[src/rtl/core/fbem_pkg.sv]
`timescale 1ns / 1ps
// ----------------------------------------------------------------------------
// fbem_pkg
// Shared opcodes, result widths and controller/datapath interface types for
// the band energy meter.
// ----------------------------------------------------------------------------
package fbem_pkg;

  localparam int OP_W     = 2;
  localparam int INDEX_W  = 9;
  localparam int ENERGY_W = 63;
  localparam int COUNT_W  = 32;
  localparam int SAT_W    = 32;

  localparam logic [OP_W-1:0] OP_LOAD   = 2'd0;
  localparam logic [OP_W-1:0] OP_PUSH   = 2'd1;
  localparam logic [OP_W-1:0] OP_FINISH = 2'd2;

  typedef struct packed {
    logic load;
    logic push;
    logic mac_start;
    logic mac_issue;
    logic scale;
    logic square;
    logic accum;
    logic finish;
  } cmd_t;

  typedef struct packed {
    logic full;
    logic pipe_busy;
  } stat_t;

endpackage

[src/rtl/core/fbem_ctrl.sv]
`timescale 1ns / 1ps
// ----------------------------------------------------------------------------
// fbem_ctrl
// Sequencer: input/output handshake, tap counter and filter pass phases.
// ----------------------------------------------------------------------------
module fbem_ctrl #(
  parameter int TAP_COUNT = 511
) (
  input  logic                         clk,
  input  logic                         rst_n,
  input  logic                         in_valid,
  input  logic [fbem_pkg::OP_W-1:0]    in_operation,
  output logic                         in_ready,
  output logic                         out_valid,
  input  logic                         out_ready,
  input  fbem_pkg::stat_t              stat,
  output fbem_pkg::cmd_t               cmd,
  output logic [$clog2(TAP_COUNT)-1:0] mac_tap
);

  localparam int AW = $clog2(TAP_COUNT);

  localparam logic [2:0] S_IDLE   = 3'd0;
  localparam logic [2:0] S_MAC    = 3'd1;
  localparam logic [2:0] S_DRAIN  = 3'd2;
  localparam logic [2:0] S_SCALE  = 3'd3;
  localparam logic [2:0] S_SQUARE = 3'd4;
  localparam logic [2:0] S_ACCUM  = 3'd5;

  logic [2:0]    state_r, state_nxt;
  logic [AW-1:0] tap_r, tap_nxt;
  logic          out_valid_r, out_valid_nxt;
  logic          accepted;
  logic          blocked;

  assign blocked  = (in_operation == fbem_pkg::OP_FINISH) && out_valid_r && !out_ready;
  assign in_ready = (state_r == S_IDLE) && !blocked;
  assign accepted = in_valid && in_ready;

  always_comb begin
    state_nxt     = state_r;
    tap_nxt       = tap_r;
    out_valid_nxt = out_valid_r;
    cmd           = '0;
    if (out_valid_r && out_ready) begin
      out_valid_nxt = 1'b0;
    end
    unique case (state_r)
      S_IDLE: begin
        if (accepted) begin
          unique case (in_operation)
            fbem_pkg::OP_LOAD: begin
              cmd.load = 1'b1;
            end
            fbem_pkg::OP_PUSH: begin
              cmd.push = 1'b1;
              if (stat.full) begin
                cmd.mac_start = 1'b1;
                tap_nxt       = '0;
                state_nxt     = S_MAC;
              end
            end
            fbem_pkg::OP_FINISH: begin
              cmd.finish    = 1'b1;
              out_valid_nxt = 1'b1;
            end
            default: begin
            end
          endcase
        end
      end
      S_MAC: begin
        cmd.mac_issue = 1'b1;
        if (tap_r == AW'(TAP_COUNT - 1)) begin
          state_nxt = S_DRAIN;
        end else begin
          tap_nxt = tap_r + 1'b1;
        end
      end
      S_DRAIN: begin
        if (!stat.pipe_busy) begin
          state_nxt = S_SCALE;
        end
      end
      S_SCALE: begin
        cmd.scale = 1'b1;
        state_nxt = S_SQUARE;
      end
      S_SQUARE: begin
        cmd.square = 1'b1;
        state_nxt  = S_ACCUM;
      end
      S_ACCUM: begin
        cmd.accum = 1'b1;
        state_nxt = S_IDLE;
      end
      default: begin
        state_nxt = S_IDLE;
      end
    endcase
  end

  always_ff @(posedge clk) begin
    if (!rst_n) begin
      state_r     <= S_IDLE;
      tap_r       <= '0;
      out_valid_r <= 1'b0;
    end else begin
      state_r     <= state_nxt;
      tap_r       <= tap_nxt;
      out_valid_r <= out_valid_nxt;
    end
  end

  assign out_valid = out_valid_r;
  assign mac_tap   = tap_r;

endmodule

[config.mk]
export PLATFORM = sky130hd
export DESIGN_NAME = fbem_ctrl
export DESIGN_NICKNAME = d
export VERILOG_FILES = /design/src/rtl/core/fbem_pkg.sv /design/src/rtl/core/fbem_ctrl.sv
export SDC_FILE = /design/constraint.sdc
export NUM_CORES = 1
export LEC_CHECK = 0
export BUFFER_PORTS_ARGS = -buffer_cell sky130_fd_sc_hd__buf_2
export CAP_MARGIN = 5
export CORE_ASPECT_RATIO = 1.2
export CORE_MARGIN = 4
export CORE_UTILIZATION = 48
export CTS_CLUSTER_SIZE = 40
export DETAILED_ROUTE_END_ITERATION = 12
export PLACE_DENSITY = 0.81
export REMOVE_ABC_BUFFERS = 1
export SLEW_MARGIN = 20
export SYNTH_ARGS = -nofsm -noshare
export SYNTH_HDL_FRONTEND = slang
export SYNTH_SLANG_ARGS = --single-unit
[constraint.sdc]
create_clock -name clk -period 1.85 [get_ports clk]
set_input_delay 0.555 -clock clk [delete_from_list [all_inputs] [get_ports clk]]
set_output_delay 0.555 -clock clk [all_outputs]
set_load 0.01 [all_outputs]
==> results.md, run 1 <==
| Item | Reported |
|---|---|
| Crit Path Max Fanout | 3 |
| Tightest Hold Check Type | flop to flop |
| Setup TNS | -0.00175 ns |
| Sink Count | 13 |
| Finished Layout Cells | 142 |
| Vias in the first global route | 796 |
| H-tree depth reported by CTS | 1 |
| Classification of the worst setup path | flop to output port |
| Number of pins with negative max-slew slack in the final report | 0 |
| Achievable frequency | 0.540 GHz |
| Number of fill cells | 142 |
| Port Buf Inserts | 26 |
| Static leakage power | 0.470 nW |
| Power per Cell Area | 1080 nW/um2 |
| Starting utilization of the core area | 53.2% |
| Element type at the critical path end | output port |
| Average wire length per cell after detail routing | 13.5 um |
| Antenna violations before repair | 0 |
| Post-synthesis area per instance | 8.49 um2 |
| Final worst clock skew | 0.00599 ns |
| Count of unresolved DRC violations after routing | 0 |
| Row Count | 15 |
| Via count | 840 |
| Clock root buffer | sky130_fd_sc_hd__clkbuf_4 |
| Final count of negative-setup-slack endpoints | 1 |
| Layout cells sized above 1 | 40.0% |
| Clock latency of the later-clocked register in the worst-skew pair | 0.28 ns |
| TritonRoute pass-1 iters | 4 |
| Library cells used by synthesis | 39 |
| Startpoint type of the worst setup path | flop |
| Worst Tran Pin Value | 0.301 ns |
| EDFF count, synth | 0 |
| Share of the synthesized area in the top cell type | 32.6% |
| Post-DRT Antenna Nets | 0 |
| Final HPWL DP | 1420 um |
| Worst slack on hold paths | 0.463 ns |
| Horiz. Die Dim | 45.2 um |
| Number of CTS-inserted buffers | 3 |
| Register area share after synthesis | 32.6% |
| Final #Nets | 136 |
| FFs w/ async S/R, synth | 0% |
| Critical path required time | 1.29 ns |
| Cells after DPL | 135 |
| Tcrit/Tclk final | 100% |
| Ant. Diodes | 0 |
| Largest area contributor in the synthesized netlist | sky130_fd_sc_hd__dfxtp_1 |
| Internal portion of total power | 668 uW |
| DRC violation total after the first TritonRoute iteration | 23 |
| Post-route cell area | 1020 um2 |
| Max Cap Viol | 0 |
| Wire length of the first global-routing pass | 3260 um |
| Failing checks | setup timing |
| Most common cell in the synthesized netlist | sky130_fd_sc_hd__dfxtp_1 |
| Predominant post-synthesis flop cell | sky130_fd_sc_hd__dfxtp_1 |
| Final total power | 1.10 mW |
| Maximum number of pins on one net before global-route repair | 15 |
| Total congestion overflow after global routing | 0 |
| Result of the run | complete, but fails checks |
| Via/cell ratio | 5.92 |
| Logic pwr share | 50.4% |
| Maximum number of buffers from clock root to sink | 2 |
| Clock Power Share | 16.4% |
| Die footprint | 2380 um2 |
| Switching Power | 436 uW |
| TritonCTS clock tree | built |
| Post-synthesis instance area | 798 um2 |
| Core outline area | 1500 um2 |
| Peak supply drop | 0.000650 V |
| Final hold violations | 0 |
| Final weighted congestion of routability-driven global placement | 0.885 |
| Die height | 52.7 um |
| Worst slew margin | 79.8% |
| Minimum clock period after layout | 1.85 ns |
| Share of total power consumed by net switching | 39.5% |
| Post-CTS clock slew at the launch and capture registers of the worst setup and hold paths | 0.08 ns |
| Ports placed on the boundary | 27 |
| Overall routed net length | 1920 um |
| Synthesis-to-finish area growth | 27.6% |
| Worst path arrival time | 1.30 ns |
| Overall track demand over capacity in global routing | 18.6% |
| Setup repair after global routing missed its margin | true |
| Post-synth top cells | sky130_fd_sc_hd__dfxtp_1 (13), sky130_fd_sc_hd__nand2_1 (8), sky130_fd_sc_hd__nor2_1 (7) |
| Cells after synthesis | 94 |
| Worst path setup slack after routing | -0.00175 ns |
| Cells taking the most area after synthesis | sky130_fd_sc_hd__dfxtp_1 (33%), sky130_fd_sc_hd__o21ai_0 (3.8%), sky130_fd_sc_hd__nand2_1 (3.8%), sky130_fd_sc_hd__nor2_1 (3.3%), sky130_fd_sc_hd__a31oi_1 (3.1%) |
| Synth Warn # | 0 |
| Dpl cell area | 937 um2 |
| Seq pwr share | 33.2% |
| Yosys reg bits | 13 |
## stage by stage
step	utilization [%]	setup slack, ns
detailed placement	62.4	0.0858
finish	67.8	-0.00175
global placement	62.4	0.133
global route	67.8	-0.0987
floorplan	-	0.175
CTS	67.3	-0.0201
## what timing repair did
action	in CTS	in global routing
setup buffers	3	0
hold buffers	0	0
pin swaps	3	1
setup endpoints to repair	6	6
resized for setup	9	3
## flip-flops by register name (all words and copies together) (netlist names)
register   cells
mac_tap        9
out_valid      1
state_r        3
## layout by cell type (no fill, tap or decap), types with 3 or more instances in the layout
cell type and n:
sky130_fd_sc_hd__nand2_1 7, sky130_fd_sc_hd__clkbuf_4 3, sky130_fd_sc_hd__a31oi_1 4, sky130_fd_sc_hd__o21ai_0 6, sky130_fd_sc_hd__nor2_1 6, sky130_fd_sc_hd__buf_4 6
sky130_fd_sc_hd__nand4_1 4, sky130_fd_sc_hd__dfxtp_1 10, sky130_fd_sc_hd__nor2b_1 3, sky130_fd_sc_hd__buf_2 26, sky130_fd_sc_hd__nand3_1 3
## metal layers
metal	GRT usage, %	share of wire [%]	vias to the layer above
met5	0	0	-
met4	12.2	2.4	0
li1	-	-	409
met1	21.1	38	382
met3	5.50	10	4
met2	29.5	49	45
## cell families (layout without fill, tap and decap cells)
family	Yosys count	in the layout	share of synthesized area (%)
adders and majority gates	2	2	3.13
xor gates and xnor gates	1	1	1.10
muxes	1	1	1.25
DFF	13	13	32.6
buffers and inverters	8	39	7.37
AOI/OAI and AO/OA	25	25	23.0
and+or+nand+nor	44	44	31.5
## area by class of cell
type | instances | area, um2 | area share (%)
Tap cell | 17 | 21.3 | 2.09
Inverter | 3 | 23.8 | 2.33
Clock buffer | 4 | 26.3 | 2.58
Multi-Input combinational cell | 73 | 503 | 49.4
Sequential cell | 13 | 269 | 26.4
Timing Repair Buffer | 32 | 175 | 17.2
## worst max-delay path, cell delays in order, from the launching register on
cell and delay [ns]:
sky130_fd_sc_hd__dfxtp_2 0.35, sky130_fd_sc_hd__nor3_4 0.20, sky130_fd_sc_hd__nand2_2 0.09, sky130_fd_sc_hd__nor2_2 0.09, sky130_fd_sc_hd__and3_1 0.15, sky130_fd_sc_hd__buf_2 0.12
## worst paths after layout
| kind | slack (ns) | end | cells after the start | from |
|---|---|---|---|---|
| max reg2reg | 0.19 | mac_tap[7] | 5 | state_r[0] |
| min | 0.46 | state_r[1] | 1 | state_r[2] |
| max | -0.002 | cmd[5] | 5 | state_r[1] |
| min reg2reg | 0.46 | state_r[1] | 1 | state_r[2] |
## power groups by stage
stage	clock [mW]	combinational (mW)	sequential, mW
after global routing	0.209	0.609	0.368
after floorplan	0	0.285	0.365
after global placement	0	0.462	0.355
final	0.181	0.556	0.366
after detailed placement	0	0.478	0.356
after CTS	0.187	0.549	0.363
No activity file was read; power rests on OpenSTA's default activity.
==> run 2: changes to the inputs <==
==> constraint.sdc (replaced) <==
create_clock -name clk -period 1.85 [get_ports clk]
set_input_delay 0.0925 -clock clk [delete_from_list [all_inputs] [get_ports clk]]
set_output_delay 0.0925 -clock clk [all_outputs]
set_load 0.01 [all_outputs]
==> run 2 against run 1 <==
Compared with the run above:
- critical path type is now flop to flop
- the flow now finishes without violations
- highest routed layer unchanged
- via count is 0.95% lower
- worst setup slack improved by 0.12 ns
- critical path depth did not move
- sequential share of layout area increased by 0.71 points
==> results.md, run 2 (synthesized netlist as in run 1, its figures left out) <==
| Item | Reported |
|---|---|
| TritonRoute pass-1 iters | 4 |
| Die height | 52.7 um |
| Number of setup buffers added after CTS | 0 |
| TritonCTS clock tree | built |
| Result of the run | finished, final reports clean |
| Post-DRT Antenna Nets | 0 |
| Synthesis-to-finish area growth | 20.2% |
| Worst slew margin | 70.7% |
| Post-route cell area | 960 um2 |
| Die footprint | 2380 um2 |
| Dpl cell area | 922 um2 |
| Peak supply drop | 0.000626 V |
| Worst slack on hold paths | 0.137 ns |
| Average wire length per cell after detail routing | 14.0 um |
| Worst path arrival time | 1.91 ns |
| Number of resized instances in the post-cts repair step | 0 |
| Leading cell type in the layout, fill and taps excluded | sky130_fd_sc_hd__buf_2 |
| Sink Count | 13 |
| Wire length of the first global-routing pass | 3230 um |
| Core outline area | 1500 um2 |
| Maximum number of buffers from clock root to sink | 2 |
| Worst path setup slack after routing | 0.116 ns |
| Row Count | 15 |
| Slowest stage delay, CP | 0.57 ns |
| DRC violation total after the first TritonRoute iteration | 11 |
| Overall track demand over capacity in global routing | 18.3% |
| Static leakage power | 0.434 nW |
| Via count | 832 |
| Startpoint type of the worst setup path | flop |
| Tcrit/Tclk final | 93.7% |
| Number of flip-flops under the largest register name | 9 |
| Starting utilization of the core area | 53.2% |
| Cell at the slowest stage of the critical path | sky130_fd_sc_hd__or3b_1 |
| Horiz. Die Dim | 45.2 um |
| Dominant delay contributor by cell family on the critical path | simple AND/OR/NAND/NOR gates |
| Number of CTS-inserted buffers | 3 |
| Count of unresolved DRC violations after routing | 0 |
| Via/cell ratio | 6.07 |
| Critical path required time | 2.02 ns |
| Achievable frequency | 0.577 GHz |
| Port Buf Inserts | 26 |
| Tightest Hold Check Type | input port to flop |
| Final HPWL DP | 1470 um |
| Worst Tran Pin Value | 0.440 ns |
| Met3 usage | 3.44% |
| Maximum number of pins on one net before global-route repair | 15 |
| Met2 Use GR | 33.3% |
| Commonest cells after routing, fill and taps aside | sky130_fd_sc_hd__buf_2 (26), sky130_fd_sc_hd__dfxtp_1 (13), sky130_fd_sc_hd__nand2_1 (8) |
| Classification of the worst setup path | flop to flop |
| Element type at the critical path end | flop |
| Layout cells sized above 1 | 32.5% |
| Power per Cell Area | 1010 nW/um2 |
| Most utilized layer in the global route result | met2 |
| Setup TNS | 0 ns |
| Clock latency of the later-clocked register in the worst-skew pair | 0.28 ns |
| Setup repair after global routing missed its margin | false |
| Final weighted congestion of routability-driven global placement | 0.853 |
| Vias in the first global route | 790 |
| Overall routed net length | 1920 um |
| Critical Path, Cell by Cell | or3b_1 -> clkinv_8 -> o21ai_2 -> and2_4 -> o221a_2 |
| Antenna violations before repair | 0 |
| H-tree depth reported by CTS | 1 |
| Final worst clock skew | 0.00342 ns |
| Count of hold buffers inserted by post-cts repair | 0 |
| Ant. Diodes | 0 |
| GR met1 Demand/Resource | 19.3% |
| Final count of negative-setup-slack endpoints | 0 |
| Worst Setup Slack post-DPL | 0.142 ns |
| Final #Nets | 131 |
| Ports placed on the boundary | 27 |
| Total congestion overflow after global routing | 0 |
| Minimum clock period after layout | 1.73 ns |
| Number of pins with negative max-slew slack in the final report | 0 |
| Max Cap Viol | 0 |
| Clock root buffer | sky130_fd_sc_hd__clkbuf_4 |
| Post-CTS clock slew at the launch and capture registers of the worst setup and hold paths | 0.08 ns |
| Crit Path Max Fanout | 10 |
| Final hold violations | 0 |
| Buffering stage count on the worst path with inverters included | 1 |
[run 2: power by group]
group / switching (mW) / total, mW / internal [mW] / leakage, nW
registers: 0.0378 / 0.351 / 0.313 / 0.105
clock network: 0.0926 / 0.176 / 0.0837 / 0.0150
logic: 0.266 / 0.442 / 0.177 / 0.314
[run 2: routing by layer]
layer,vias up,wire length [um]
li1,400,-
met1,390,737
met2,35,990
met3,7,129
met4,0,59
met5,-,0
[run 2: area by class of cell]
class	count	area, um2
timing repair buffer	27	138
multi-input combinational	73	490
inverter	3	23.8
fill	138	542
sequential	13	260
tap	17	21.3
clock buffer	4	26.3
[run 2: metrics by stage]
| stage | utilization [%] | power (mW) | instances |
|---|---|---|---|
| 2_1_floorplan | - | 0.650 | 89 |
| 3_3_place_gp | 61.4 | 0.776 | 133 |
| 3_5_place_dp | 61.4 | 0.789 | 133 |
| 4_1_cts | 63.2 | 0.967 | 137 |
| 5_1_grt | 63.9 | 1.04 | 137 |
| 6_report | 63.9 | 0.969 | 137 |
[run 2: final timing paths]
kind	cells past startpoint	end	startpoint	slack [ns]
hold reg to reg	1	mac_tap[6]	mac_tap[6]	0.55
setup / recovery	5	mac_tap[5]	state_r[0]	0.12
hold / removal	3	out_valid	in_valid	0.14
setup reg to reg	5	mac_tap[5]	state_r[0]	0.12
[run 2: worst register-to-register path, delay by kind of cell, from the launching register on]
family / cells / cell delay (ns)
AND/OR/NAND/NOR: 2 / 0.75
flip-flops: 1 / 0.44
AO/OA/AOI/OAI: 2 / 0.31
buffers and inverters: 1 / 0.14
